## config.mk

```make
export PLATFORM = sky130hd
export DESIGN_NAME = cpen_front
export DESIGN_NICKNAME = d
export VERILOG_FILES = /design/src/hdl/cpen_pkg.sv /design/src/hdl/cpen_front.sv
export SDC_FILE = /design/constraint.sdc
export NUM_CORES = 1
export LEC_CHECK = 0
export BUFFER_PORTS_ARGS = -buffer_cell sky130_fd_sc_hd__buf_2
export CAP_MARGIN = 20
export CORE_ASPECT_RATIO = 1.25
export CORE_MARGIN = 2
export CORE_UTILIZATION = 40
export CTS_CLUSTER_DIAMETER = 100
export CTS_CLUSTER_SIZE = 24
export DETAILED_ROUTE_END_ITERATION = 7
export GPL_TIMING_DRIVEN = 0
export HOLD_SLACK_MARGIN = 0.03
export PLACE_DENSITY = 0.61
export SLEW_MARGIN = 20
export SYNTH_ARGS = -nofsm -noshare
export SYNTH_HDL_FRONTEND = slang
export SYNTH_SLANG_ARGS = --single-unit
```

## constraint.sdc

```tcl
create_clock -name clk_i -period 17.65 [get_ports clk_i]
set_clock_uncertainty 0.1 [all_clocks]
set_input_delay 3.53 -clock clk_i [delete_from_list [all_inputs] [get_ports clk_i]]
set_output_delay 3.53 -clock clk_i [all_outputs]
set_load 0.005 [all_outputs]
```

## src/hdl/cpen_pkg.sv

```systemverilog
// Package for the closed polyline edge normal block.
// Holds widths, the work queue entry type and the back-end state type.
// Used by every module of the block.
package cpen_pkg;

  localparam int CoordW     = 24;
  localparam int NormW      = 16;
  localparam int DiffW      = 25;
  localparam int ProdW      = 41;
  localparam int CrossW     = 42;
  localparam int MagW       = 30;
  localparam int SqW        = 63;
  localparam int RootW      = 31;
  localparam int QuoW       = 15;
  localparam int DivW       = 45;
  localparam int StepW      = 5;
  localparam int QueueDepth = 2;

  typedef struct packed {
    logic [DiffW-1:0] dx;
    logic [DiffW-1:0] dy;
    logic [DiffW-1:0] dz;
    logic [NormW-1:0] nx;
    logic [NormW-1:0] ny;
    logic [NormW-1:0] nz;
    logic             last;
  } job_t;

  typedef enum logic [3:0] {
    BkIdle,
    BkMul,
    BkAbs,
    BkNorm,
    BkSq,
    BkSqrt,
    BkDivLoad,
    BkDivStep,
    BkOut
  } bk_state_e;

endpackage

```

## src/hdl/cpen_front.sv

```systemverilog
// Front end: accepts points, keeps the first and the held point of the polyline
// and issues one edge job per point into the work queue. Depends on cpen_pkg.
module cpen_front import cpen_pkg::*; (
  input  logic              clk_i,
  input  logic              rst_ni,
  input  logic              in_valid_i,
  output logic              in_stall_o,
  input  logic [CoordW-1:0] point_x_i,
  input  logic [CoordW-1:0] point_y_i,
  input  logic [CoordW-1:0] point_z_i,
  input  logic [NormW-1:0]  normal_x_i,
  input  logic [NormW-1:0]  normal_y_i,
  input  logic [NormW-1:0]  normal_z_i,
  input  logic              last_point_i,
  input  logic              full_i,
  output logic              push_o,
  output job_t              job_o
);

  logic [CoordW-1:0] first_q [3];
  logic [CoordW-1:0] hold_q  [3];
  logic [NormW-1:0]  hnrm_q  [3];
  logic [CoordW-1:0] pt      [3];
  logic [CoordW-1:0] nxt     [3];
  logic [DiffW-1:0]  diff    [3];
  logic              have_q, have_d;
  logic              pend_q, pend_d;
  logic              accept;

  assign in_stall_o = pend_q | full_i;
  assign accept     = in_valid_i & ~in_stall_o;

  always_comb begin
    pt[0] = point_x_i;
    pt[1] = point_y_i;
    pt[2] = point_z_i;
    for (int k = 0; k < 3; k++) begin
      nxt[k]  = accept ? pt[k] : first_q[k];
      diff[k] = {nxt[k][CoordW-1], nxt[k]} - {hold_q[k][CoordW-1], hold_q[k]};
    end
  end

  assign push_o   = (accept & have_q) | (pend_q & ~full_i);
  assign job_o.dx = diff[0];
  assign job_o.dy = diff[1];
  assign job_o.dz = diff[2];
  assign job_o.nx = hnrm_q[0];
  assign job_o.ny = hnrm_q[1];
  assign job_o.nz = hnrm_q[2];
  assign job_o.last = pend_q;

  always_comb begin
    have_d = have_q;
    pend_d = pend_q;
    if (accept) begin
      have_d = ~last_point_i;
      pend_d = last_point_i;
    end else if (pend_q && !full_i) begin
      pend_d = 1'b0;
    end
  end

  always_ff @(posedge clk_i or negedge rst_ni) begin
    if (!rst_ni) begin
      have_q <= 1'b0;
      pend_q <= 1'b0;
    end else begin
      have_q <= have_d;
      pend_q <= pend_d;
    end
  end

  always_ff @(posedge clk_i) begin
    if (accept) begin
      hold_q    <= pt;
      hnrm_q[0] <= normal_x_i;
      hnrm_q[1] <= normal_y_i;
      hnrm_q[2] <= normal_z_i;
      if (!have_q) begin
        first_q <= pt;
      end
    end
  end

endmodule

```

# After elaboration in Yosys (flattened, before gate mapping)
# Memory sizes are Yosys's and may differ from the RTL's.
# Cells that the tools add are included.
[word_totals]
in_bits = 125
latch_bits = 0
reg_bits = 146
elab_cells = 32
ram_bits = 48
rom_bits = 0
n_memories = 1
output_inout_bits = 126
[mem_list]
columns = ["memory", "depth", "width", "read_ports", "rd_clocked_by_memory_dff", "write_ports", "line", "rtl"]
rows = [
  ["hnrm_q", 3, 16, 3, 0, 3, "cpen_front.sv:22", "logic [NormW-1:0] hnrm_q [3];"],
]
[classes]
n_addsub = 3
bitwise = 9
shifts = 0
magnitude_cmp = 0
mul = 0
muxes = 7
eq_ne = 0
reduce_logical = 4
div_mod_pow = 0
[ops]
columns = ["cell", "count"]
rows = [
  ["$sub 24x24->25", 3],
  ["$mux 24", 3],
  ["$mux 1", 4],
  ["$not 1->1", 4],
  ["$and 1x1->1", 3],
  ["$or 1x1->1", 2],
  ["$reduce_and 2->1", 1],
  ["$reduce_bool 2->1", 1],
  ["$logic_and 1x1->1", 1],
  ["$logic_not 1->1", 1],
]

# Longest topological paths before layout
[depth]
word_depth = 5
mapped_depth = 14

# Worst setup path after synthesis
# No wires, ideal clock.
[synth_path]
path_type = "input to output"
startpoint = "input full_i"
endpoint = "output job_o[69] in the netlist's numbering"
stages = 14
t_arrival_ns = 8.082
slack_ns = 5.938
cell_sequence = "or2_2 > nor2_1 > buf_2 > buf_2 > mux2i_1 > ha_1 > inv_1 > fa_1 > a211oi_1 > o21ai_0 > nand2_1 > o21ai_0 > or4_1 > and4_1"
[synth_lines]
columns = ["item", "line", "rtl"]
rows = [
  ["start, declared", "cpen_front.sv:15", "input logic full_i,"],
  ["end, declared", "cpen_front.sv:17", "output job_t job_o"],
]

==> results.md <==
* H-tree depth at 4
* Post-Route WL at 25500 um
* First-pass DRT Iterations at 5
* Power Total at 0.00120 W
* Ys flop type: edfxtp_1
* Setup crit end kind: primary output
* Synth Warn # at 0
* Initial antenna violation count at 4
* Starting density of the core at 40.7%
* Synth cell types at 69
* Fmax at 85.6 MHz
* Slowest stage delay, CP at 540 ps
* Net Count, Synth at 1118
* EDFF count, synth at 192
* WP data arrival at 8050 ps
* IR Drop Worst-Case VDD at 0.0625 mV
* Ys async rst share at 1.03%
* Max clock buf depth at 2
* Syn Area/Cell at 11.9 um2
* Post-CTS setup buffers at 0
* Filler cells at 2526
* CTS tree: built
* Share of layout cells above drive strength 1 at 31.8%
* Die footprint at 28700 um2
* CTS-repair resized insts at 0
* PortBufs at 250
* Outcome: finished, final reports clean
* Vias in the first global route at 8107
* GRT overflow at 0
* Synth Instances at 918
* Routed Antenna Nets at 0
* Crit share post-route at 66.2%
* Slew @ Worst Pin at 774 ps
* Netlist Area Pre-Place at 11000 um2
* Final slew viol count at 0
* Final hold vios at 0
* DRC marker count from the first detailed-route iteration at 311
* Seq/Total Area, Yosys at 53.1%
* List of most frequent post-synthesis cells: 192 x edfxtp_1, 88 x inv_1, 72 x ha_1
* Synth area leaders: edfxtp_1 53%, ha_1 8.2%, mux2_2 7.1%
* Sinks on the clock net at 194
* Detailed Place HPWL at 19200 um
* Worst path cell trace: buf_2, or2_2, nor2_1, buf_2, buf_8, buf_16, mux2i_1, ha_1, inv_1, fa_1, a211oi_1, o21ai_0, nand2_1, o21ai_0, or4_1, and4_1, buf_2
* WS Path Type: in -> out
* #FFs+latches synth at 194
* Most numerous cell in the Yosys netlist: edfxtp_1
* Fin crit period at 11680 ps
* Most frequent CP cell: buf_2
* Vias at 8064
* Max-cap violations at 0
* Clock slew at reported path FFs at 80 ps
* Leak pwr at 5.58 nW
* P&R area growth vs syn at 22.0%
* I/O pins at 251
* DIE HEIGHT at 189 um
* Req. time, crit path at 14020 ps
* Synth area leader: edfxtp_1
* Final setup violation count at 0
* Drt wl/cell at 16.3 um
* First-pass GRT wire length at 41000 um
* Later-pin clock latency in the skew report at 440 ps
* Hold bufs inserted after CTS at 0
* Family with the most delay on the worst path: simple AND/OR/NAND/NOR gates
* Largest net degree at the start of global routing at 90
* Hold WC Path Type: reg -> reg
* Setup Total Neg Slack at 0 ps
* PwrDens at 90.1 nW/um2
* Yosys top cell area share at 52.6%
* Total CTS buffers at 17
* Core Box Area at 26900 um2
* Slew headroom at 48.4%
* # rows at 67
* Critical-path top delay cell: or4_1
* GRT Overall Usage at 17.8%
* RePlAce Congestion at 0.846
* Fin nets at 1397
* Die width at 152 um
* CP startpoint kind: primary input
* CP max FO at 89
* RSZ-0062 raised after global routing: no
* Buf/Inv on CP at 6
* Residual DRC at 0
* Via density at 5.17
* Clock Tree Root: clkbuf_16
-- sequential cells by signal (all words and copies together) (netlist names) --
name,count
have_q,1
pend_q,1
hold_q,72
first_q,72
hnrm_q,48
-- final timing paths --
check	from	endpoint	slack [ps]	cells past startpoint
min reg2reg	pend_q$_DFFE_PN0P_	pend_q$_DFFE_PN0P_	470	1
min in group asynchronous	rst_ni	pend_q$_DFFE_PN0P_	2750	1
max reg2reg	pend_q$_DFFE_PN0P_	hnrm_q[0][27]$_DFFE_PN_	14970	5
max	full_i	job_o[69]	5970	17
min	pend_q$_DFFE_PN0P_	pend_q$_DFFE_PN0P_	470	1
max in group asynchronous	rst_ni	have_q$_DFFE_PN0N_	14600	1
-- power breakdown --
part	total, W	internal (W)	switching (W)
Sequential	0.000535	0.000530	0.00000467
Clock	0.000399	0.000204	0.000194
Combinational	0.000271	0.000122	0.000149
Total	0.00120	0.000856	0.000348
-- per-layer routing --
layer / vias up / share of wire [%] / global-route usage, %
met5: - / 0 / 0
met4: 0 / 2.3 / 7.05
met3: 28 / 4.0 / 3.73
met2: 172 / 51 / 30.8
met1: 3872 / 43 / 21.7
li1: 3992 / - / -
-- final cells by class --
cell class                      instances  area, um2  share of cell area [%]
Tap cell                              345        432                    3.23
Buffer                                 29        130                   0.973
Timing Repair Buffer                  260       1350                    10.1
Antenna cell                            4       10.0                  0.0748
Sequential cell                       194       5820                    43.5
Clock buffer                           17        425                    3.18
Inverter                               88        330                    2.47
Clock inverter                         15        184                    1.38
Multi-Input combinational cell        607       4700                    35.1
-- stage by stage --
stage / instance area (um2) / setup slack [ps] / hold WS [ps] / cells / util [%]
finish: 13400 / 5970 / 467 / 1559 / 49.7
global route: 13400 / 5540 / 518 / 1558 / 49.7
CTS: 13400 / 5870 / 471 / 1555 / 49.7
detailed placement: 12800 / 5890 / 448 / 1523 / 47.4
global placement: 12600 / 4200 / 447 / 1513 / 47.0
floorplan: 11000 / 5940 / 413 / 918 / -
-- cell families (layout without fill, tap and decap cells) --
logic type | count (synthesis) | in the layout | synth area share [%]
AO/OA/AOI/OAI | 215 | 215 | 13.3
flip-flops | 194 | 194 | 53.1
AND/OR/NAND/NOR | 191 | 191 | 9.01
buffers and inverters | 117 | 409 | 4.11
adder cells (fa/ha/maj) | 75 | 75 | 8.77
multiplexers | 73 | 73 | 7.46
XOR/XNOR | 53 | 53 | 4.24
other | 0 | 4 | 0
-- layout by cell type, fill, tap and decap left out, types with 31 or more instances in the layout --
cell and instances:
buf_2 255, a21oi_1 60, inv_1 88, nor2_1 45, xnor2_1 34, nand2_1 33, o21ai_0 31, mux2_2 69
ha_1 72, edfxtp_1 192
(Power assumes the default switching activity.)
