==> src/hdl/cpen_pkg.sv <==
// Package for the closed polyline edge normal block.
// Holds widths, the work queue entry type and the back-end state type.
// Used by every module of the block.
package cpen_pkg;

  localparam int CoordW     = 24;
  localparam int NormW      = 16;
  localparam int DiffW      = 25;
  localparam int ProdW      = 41;
  localparam int CrossW     = 42;
  localparam int MagW       = 30;
  localparam int SqW        = 63;
  localparam int RootW      = 31;
  localparam int QuoW       = 15;
  localparam int DivW       = 45;
  localparam int StepW      = 5;
  localparam int QueueDepth = 2;

  typedef struct packed {
    logic [DiffW-1:0] dx;
    logic [DiffW-1:0] dy;
    logic [DiffW-1:0] dz;
    logic [NormW-1:0] nx;
    logic [NormW-1:0] ny;
    logic [NormW-1:0] nz;
    logic             last;
  } job_t;

  typedef enum logic [3:0] {
    BkIdle,
    BkMul,
    BkAbs,
    BkNorm,
    BkSq,
    BkSqrt,
    BkDivLoad,
    BkDivStep,
    BkOut
  } bk_state_e;

endpackage

==> src/hdl/cpen_fifo.sv <==
// Short work queue between the front end and the back end.
// Depends on cpen_pkg for the entry type.
module cpen_fifo import cpen_pkg::*; #(
  parameter int DEPTH = QueueDepth
) (
  input  logic clk_i,
  input  logic rst_ni,
  input  logic push_i,
  input  job_t push_data_i,
  output logic full_o,
  input  logic pop_i,
  output job_t pop_data_o,
  output logic empty_o
);

  localparam int PtrW = $clog2(DEPTH);
  localparam int CntW = $clog2(DEPTH + 1);

  job_t            mem_q [DEPTH];
  logic [PtrW-1:0] wr_q, wr_d, rd_q, rd_d;
  logic [CntW-1:0] cnt_q, cnt_d;
  logic            do_push, do_pop;

  assign full_o     = (cnt_q == CntW'(DEPTH));
  assign empty_o    = (cnt_q == '0);
  assign pop_data_o = mem_q[rd_q];
  assign do_push    = push_i & ~full_o;
  assign do_pop     = pop_i & ~empty_o;

  always_comb begin
    wr_d  = wr_q;
    rd_d  = rd_q;
    cnt_d = cnt_q;
    if (do_push) begin
      wr_d = (wr_q == PtrW'(DEPTH - 1)) ? '0 : wr_q + 1'b1;
    end
    if (do_pop) begin
      rd_d = (rd_q == PtrW'(DEPTH - 1)) ? '0 : rd_q + 1'b1;
    end
    case ({do_push, do_pop})
      2'b10:   cnt_d = cnt_q + 1'b1;
      2'b01:   cnt_d = cnt_q - 1'b1;
      default: cnt_d = cnt_q;
    endcase
  end

  always_ff @(posedge clk_i or negedge rst_ni) begin
    if (!rst_ni) begin
      wr_q  <= '0;
      rd_q  <= '0;
      cnt_q <= '0;
    end else begin
      wr_q  <= wr_d;
      rd_q  <= rd_d;
      cnt_q <= cnt_d;
    end
  end

  always_ff @(posedge clk_i) begin
    if (do_push) begin
      mem_q[wr_q] <= push_data_i;
    end
  end

endmodule

==> config.mk <==
export PLATFORM = sky130hd
export DESIGN_NAME = cpen_fifo
export DESIGN_NICKNAME = d
export VERILOG_FILES = /design/src/hdl/cpen_pkg.sv /design/src/hdl/cpen_fifo.sv
export SDC_FILE = /design/constraint.sdc
export NUM_CORES = 1
export LEC_CHECK = 0
export CAP_MARGIN = 20
export CORE_UTILIZATION = 55
export DETAILED_ROUTE_END_ITERATION = 6
export DONT_BUFFER_PORTS = 1
export HOLD_SLACK_MARGIN = 0.05
export PLACE_DENSITY = 0.77
export SLEW_MARGIN = 20
export SYNTH_ARGS = -nofsm -noshare
export SYNTH_HDL_FRONTEND = slang
export SYNTH_SLANG_ARGS = --single-unit
==> constraint.sdc <==
create_clock -name clk_i -period 13.3 [get_ports clk_i]
set_input_delay 0.665 -clock clk_i [delete_from_list [all_inputs] [get_ports clk_i]]
set_output_delay 0.665 -clock clk_i [all_outputs]
set_load 0.02 [all_outputs]
After elaboration in Yosys (flattened, before gate mapping)
Memory sizes are Yosys's and may differ from the RTL's.
Cells that the tools add are included.
{ "classes": {"mux": 5, "add_sub_neg": 4, "bitwise": 4, "reduce_logical": 2, "n_eq_ne": 3} }
{ "op_table": {"columns": ["operator", "n"], "rows": [
  ["equality test 2 bit, second input constant", 2],
  ["two-way mux 1 bit", 4],
  ["one-hot mux 2 bit (2 select lines)", 1],
  ["adder 1 bit, second input constant", 2],
  ["adder 2 x 1 -> 2 bit, second input constant", 1],
  ["AND 1 bit", 2],
  ["equality test 2 x 1 -> 1 bit, second input constant", 1],
  ["logical NOT 2 bit", 1],
  ["inverter 1 bit", 2],
  ["nonzero test 2 bit", 1],
  ["subtractor 2 x 1 -> 2 bit, second input constant", 1]
]} }
{ "totals": {"reg_bits": 4, "word_cells": 22, "input_bits": 128, "n_memories": 1, "ramBits": 248, "out_inout_bits": 126} }
{ "mem_list": {"columns": ["name", "depth", "word_bits", "rd", "rd_clocked_by_memory_dff", "write_ports", "line_no", "source"], "rows": [
  ["mem_q", 2, 124, 1, 0, 1, "cpen_fifo.sv:19", "job_t mem_q [DEPTH];"]
]} }

Longest topological paths before layout
{ "depth": {"depth_word": 5, "mapped_depth": 6, "mapped_depth_nobuf": 6} }

Least setup slack after synthesis
Ideal clock, no wire load.
{ "synth_path": {"path_type": "input port to flip-flop", "from": "in push_i", "to": "mem mem_q[0][0] (netlist name), enable pin", "path_buffers": 0, "arrival_ns": 5.913, "setup_slack_ns": 6.779, "cell_stages": 2, "required_time_ns": 12.692, "path_cell_list": "nand2_1 nor2_1"} }
{ "synth_via": {"elab_chain_cells": 3} }
{ "synth_lines": {"columns": ["item", "line_no", "source"], "rows": [
  ["start: declaration", "cpen_fifo.sv:8", "input logic push_i,"],
  ["AND 1 bit", "cpen_fifo.sv:27", "assign do_push = push_i & ~full_o;"],
  ["two-way mux 1 bit", "cpen_fifo.sv:60", "if (do_push) begin"],
  ["two-way mux 1 bit (implied by the code)", "cpen_fifo.sv:61", "mem_q[wr_q] <= push_data_i;"],
  ["end: declaration", "cpen_fifo.sv:19", null]
]} }
Every way passes these cells.

==> results.txt <==
- TritonCTS clock tree: built
* Cell variety after synth: 15
- After synthesis, the mean cell area works out to 23.1 sq um.
- Yosys instantiated no cell more often than sky130_fd_sc_hd__edfxtp_1.
- Once layout is complete, the utilization of the core stands at 0.622.
- Yosys Warn Count: 0
* Start-to-end type of the worst setup path: reg2out
- Across all layers, the routed design uses approximately 3,700 vias.
* Initial Util: 0.563
- Leak Pwr: 3.49 nW
- Initial detailed-routing violation count: approximately 260
* Power density over the cells: roughly 250 mW/mm^2
- Unrepaired setup endpoints after global routing: false
- Final-report max-slew violation count: 0
* Worst slack, placed: 10.17 ns
- Sequential cell area fraction in the yosys report: 0.808
- First-pass GRT wire length: between 20,000 and 25,000 um
* Critical path capture point type: output pin
* Layer carrying the most global-route usage: met2
- Arrival time of data at the critical path endpoint: slightly below 3 ns
- Headroom to the max-slew limit came out at 0.277.
- The die covers about 0.018 sq mm.
- Placed wire-length estimate after detailed placement: approximately 10000 um
- Insertion delay of the later-clocked pin in the worst-skew pair: 0.50 ns
- For this run the aggregate overflow at the end of global routing stands at 0.
* Peak VDD IR: between 100 and 150 uV
- Postcts setup bufs: 0
- Maximum net fanout on the critical path: roughly 70
- On the final layout, the worst clock skew is about 0.012 ns.
* Achievable clock frequency: ~280 MHz
- Measured along the x axis, the die boundary spans roughly 130 um.
* Standard-cell rows: 47
- Number of synthesized register bits: 252
- In the synthesized netlist the async set-or-reset flop fraction comes to 0.0159.
- Final critical-path required period: around 3.6 ns
- For the final routed database, the setup TNS stands at 0 ns.
- For this run, the post-layout net count is between 500 and 600.
* Number of buffer cells added on primary ports: 0
- For this design, the sink count on the clock tree is 252.
* Library cell used as clock root buffer: sky130_fd_sc_hd__clkbuf_16
* Worst setup margin: between 9 and 10 ns
- Of the post-synthesis cell area, the dominant cell type holds 0.797.
- Run status: finished, final reports clean
* Worst-Margin Slew: roughly 1.1 ns
* Number of DRC violations after detailed routing: 0
- Layout fillers: 1,128
- Finished Cell Area: a little over 0.01 sq mm
- Number of antenna violations at the first check in global routing: 0
* Max-cap viol count: 0
- Leading area contributor after synthesis: sky130_fd_sc_hd__edfxtp_1
- After clock tree synthesis, the clock-pin slew on the worst setup and hold paths is 0.06 ns.
- Dividing the final minimum period by the clock period gives 0.272.
- Total I/O pin count: 254
- Critical path data required time: between 10 and 15 ns
* Quantity of gates resized following cts: 0
- STA classifies the critical path startpoint as a flip-flop.
* PnR Total Power: between 2 and 3 mW
- Most numerous cell types in the synthesized netlist: 248 x sky130_fd_sc_hd__edfxtp_1, 74 x sky130_fd_sc_hd__mux2_2, 50 x sky130_fd_sc_hd__mux2_4, 7 x sky130_fd_sc_hd__buf_2, 7 x sky130_fd_sc_hd__buf_6
- Wire length per cell: 23.0 um
- Share of cells above drive strength 1: 0.364
* Y dimension of the die: around 130 um
- Drt total wl: 15,200 um
* Grt met2 use: 0.296
- In the global route stage, overall resource usage came out at 0.171.
- Dominant synthesized flop cell: sky130_fd_sc_hd__edfxtp_1
- Area growth from synthesis to layout: 10.4%
- Before antenna repair, the detailed router went through 4 iterations.
- ANT cells: 0
* Via count of the first global-routing pass: approximately 4,000
* Core ar.: 0.0166 sq mm
* Post-synthesis cell count: ~400
- Type of the worst min-delay path: in2reg
* Largest net degree at the start of global routing: 77
- CTS built an H-tree with a depth of 1.
- The congestion estimate from routability-driven global placement came to roughly 0.73.
- Sorting the synthesized cells by area gives the leading types as sky130_fd_sc_hd__edfxtp_1 80%, sky130_fd_sc_hd__mux2_2 8.9%, sky130_fd_sc_hd__mux2_4 8.0%, sky130_fd_sc_hd__dfrtp_1 1.1%, sky130_fd_sc_hd__buf_6 0.84%.
* Number of setup violations in the final report: 0
* Number of buffers on the longest clock path: 3
* Global-route track usage on met1: 0.181
- The synthesized netlist occupies a cell area of between 0.009 and 0.01 sq mm.
* Area of placed instances: between 0.009 and 0.01 sq mm
* Via density per instance: ~5.6
- The count of nets left with antenna violations once routing finished came out at 0.
- The number of clock buffers added by TritonCTS is 25.
- Count of final hold-check violations: 0
* Total nets after synthesis: approximately 530
- M3 GR Usage: 0.0873
- Post-synth EDFFs: ~250
- Number of hold buffers added after cts: 1
## report_power, final
part / total (mW) / internal (mW) / switching (mW)
combinational: 0.712 / 0.254 / 0.457
clock: 0.645 / 0.384 / 0.261
sequential: 1.17 / 1.09 / 0.0791
total: 2.53 / 1.73 / 0.798
## stage by stage
| step | hold WS, ns | cells |
|---|---|---|
| after floorplan | 0.369 | 404 |
| after global placement | 0.370 | 614 |
| after detailed placement | 0.370 | 614 |
| after CTS | 0.236 | 659 |
| after global routing | 0.232 | 659 |
| final | 0.255 | 659 |
## cell type report
cell class                      instances  area [sq um]  area share
Tap cell                              220           275      0.0267
Clock buffer                           35           663      0.0643
Inverter                                1          3.75    0.000364
Multi-Input combinational cell        137          1690       0.164
Timing Repair Buffer                    5          40.0     0.00388
Sequential cell                       252          7550       0.732
Clock inverter                          9          88.8     0.00862
## final timing paths
check / from / end / slack [ns] / cells past startpoint
setup / recovery: rd_q / pop_data_o[108] / 9.68 / 2
hold / removal: push_data_i[38] / mem_q[1][38] / 0.25 / 0
setup reg to reg: cnt_q[0] / mem_q[1][5] / 10.72 / 3
hold reg to reg: cnt_q[1] / cnt_q[1] / 0.50 / 1
max in group asynchronous: rst_ni / rd_q / 12.67 / 1
min in group asynchronous: rst_ni / cnt_q[1] / 0.44 / 1
## worst max-delay path, stage by stage (launching register included)
cell and delay, ns:
sky130_fd_sc_hd__dfrtp_4 0.95, sky130_fd_sc_hd__buf_4 0.92, sky130_fd_sc_hd__mux2_2 0.49
## cell families (layout without fill, tap and decap cells)
family,count (synthesis),count (layout),synth area share
XOR/XNOR,5,5,0.00469
flip-flops,252,252,0.808
buffers and inverters,15,50,0.0126
multiplexers,124,124,0.170
adder cells (fa/ha/maj),1,1,0.00134
AND/OR/NAND/NOR,7,7,0.00362
## flip-flops by register name, indices dropped and copies added (netlist names)
register	cells
mem_q	248
cnt_q	2
rd_q	1
wr_q	1
## cells in the final DEF (no fill, tap or decap)
cell type / n
sky130_fd_sc_hd__edfxtp_1: 248
sky130_fd_sc_hd__mux2_2: 74
sky130_fd_sc_hd__mux2_4: 50
sky130_fd_sc_hd__clkbuf_16: 25
sky130_fd_sc_hd__clkbuf_1: 10
sky130_fd_sc_hd__clkinv_1: 5
sky130_fd_sc_hd__buf_4: 4
sky130_fd_sc_hd__xnor2_1: 3
sky130_fd_sc_hd__dfrtp_1: 3
sky130_fd_sc_hd__nor2_1: 2
sky130_fd_sc_hd__xor2_1: 2
sky130_fd_sc_hd__bufinv_16: 2
sky130_fd_sc_hd__clkinv_2: 2
sky130_fd_sc_hd__nor2b_1: 1
sky130_fd_sc_hd__nand2b_1: 1
sky130_fd_sc_hd__inv_1: 1
sky130_fd_sc_hd__nand2_1: 1
sky130_fd_sc_hd__and3_4: 1
sky130_fd_sc_hd__nor2_4: 1
sky130_fd_sc_hd__ha_1: 1
sky130_fd_sc_hd__dlygate4sd3_1: 1
sky130_fd_sc_hd__dfrtp_4: 1
## per-layer routing
metal,part of all wire,up-vias
met2,0.50,198
met1,0.35,1849
met3,0.13,26
li1,-,1633
met5,0,-
met4,0.018,0
Note: power is estimated with default switching activity, not from simulation.
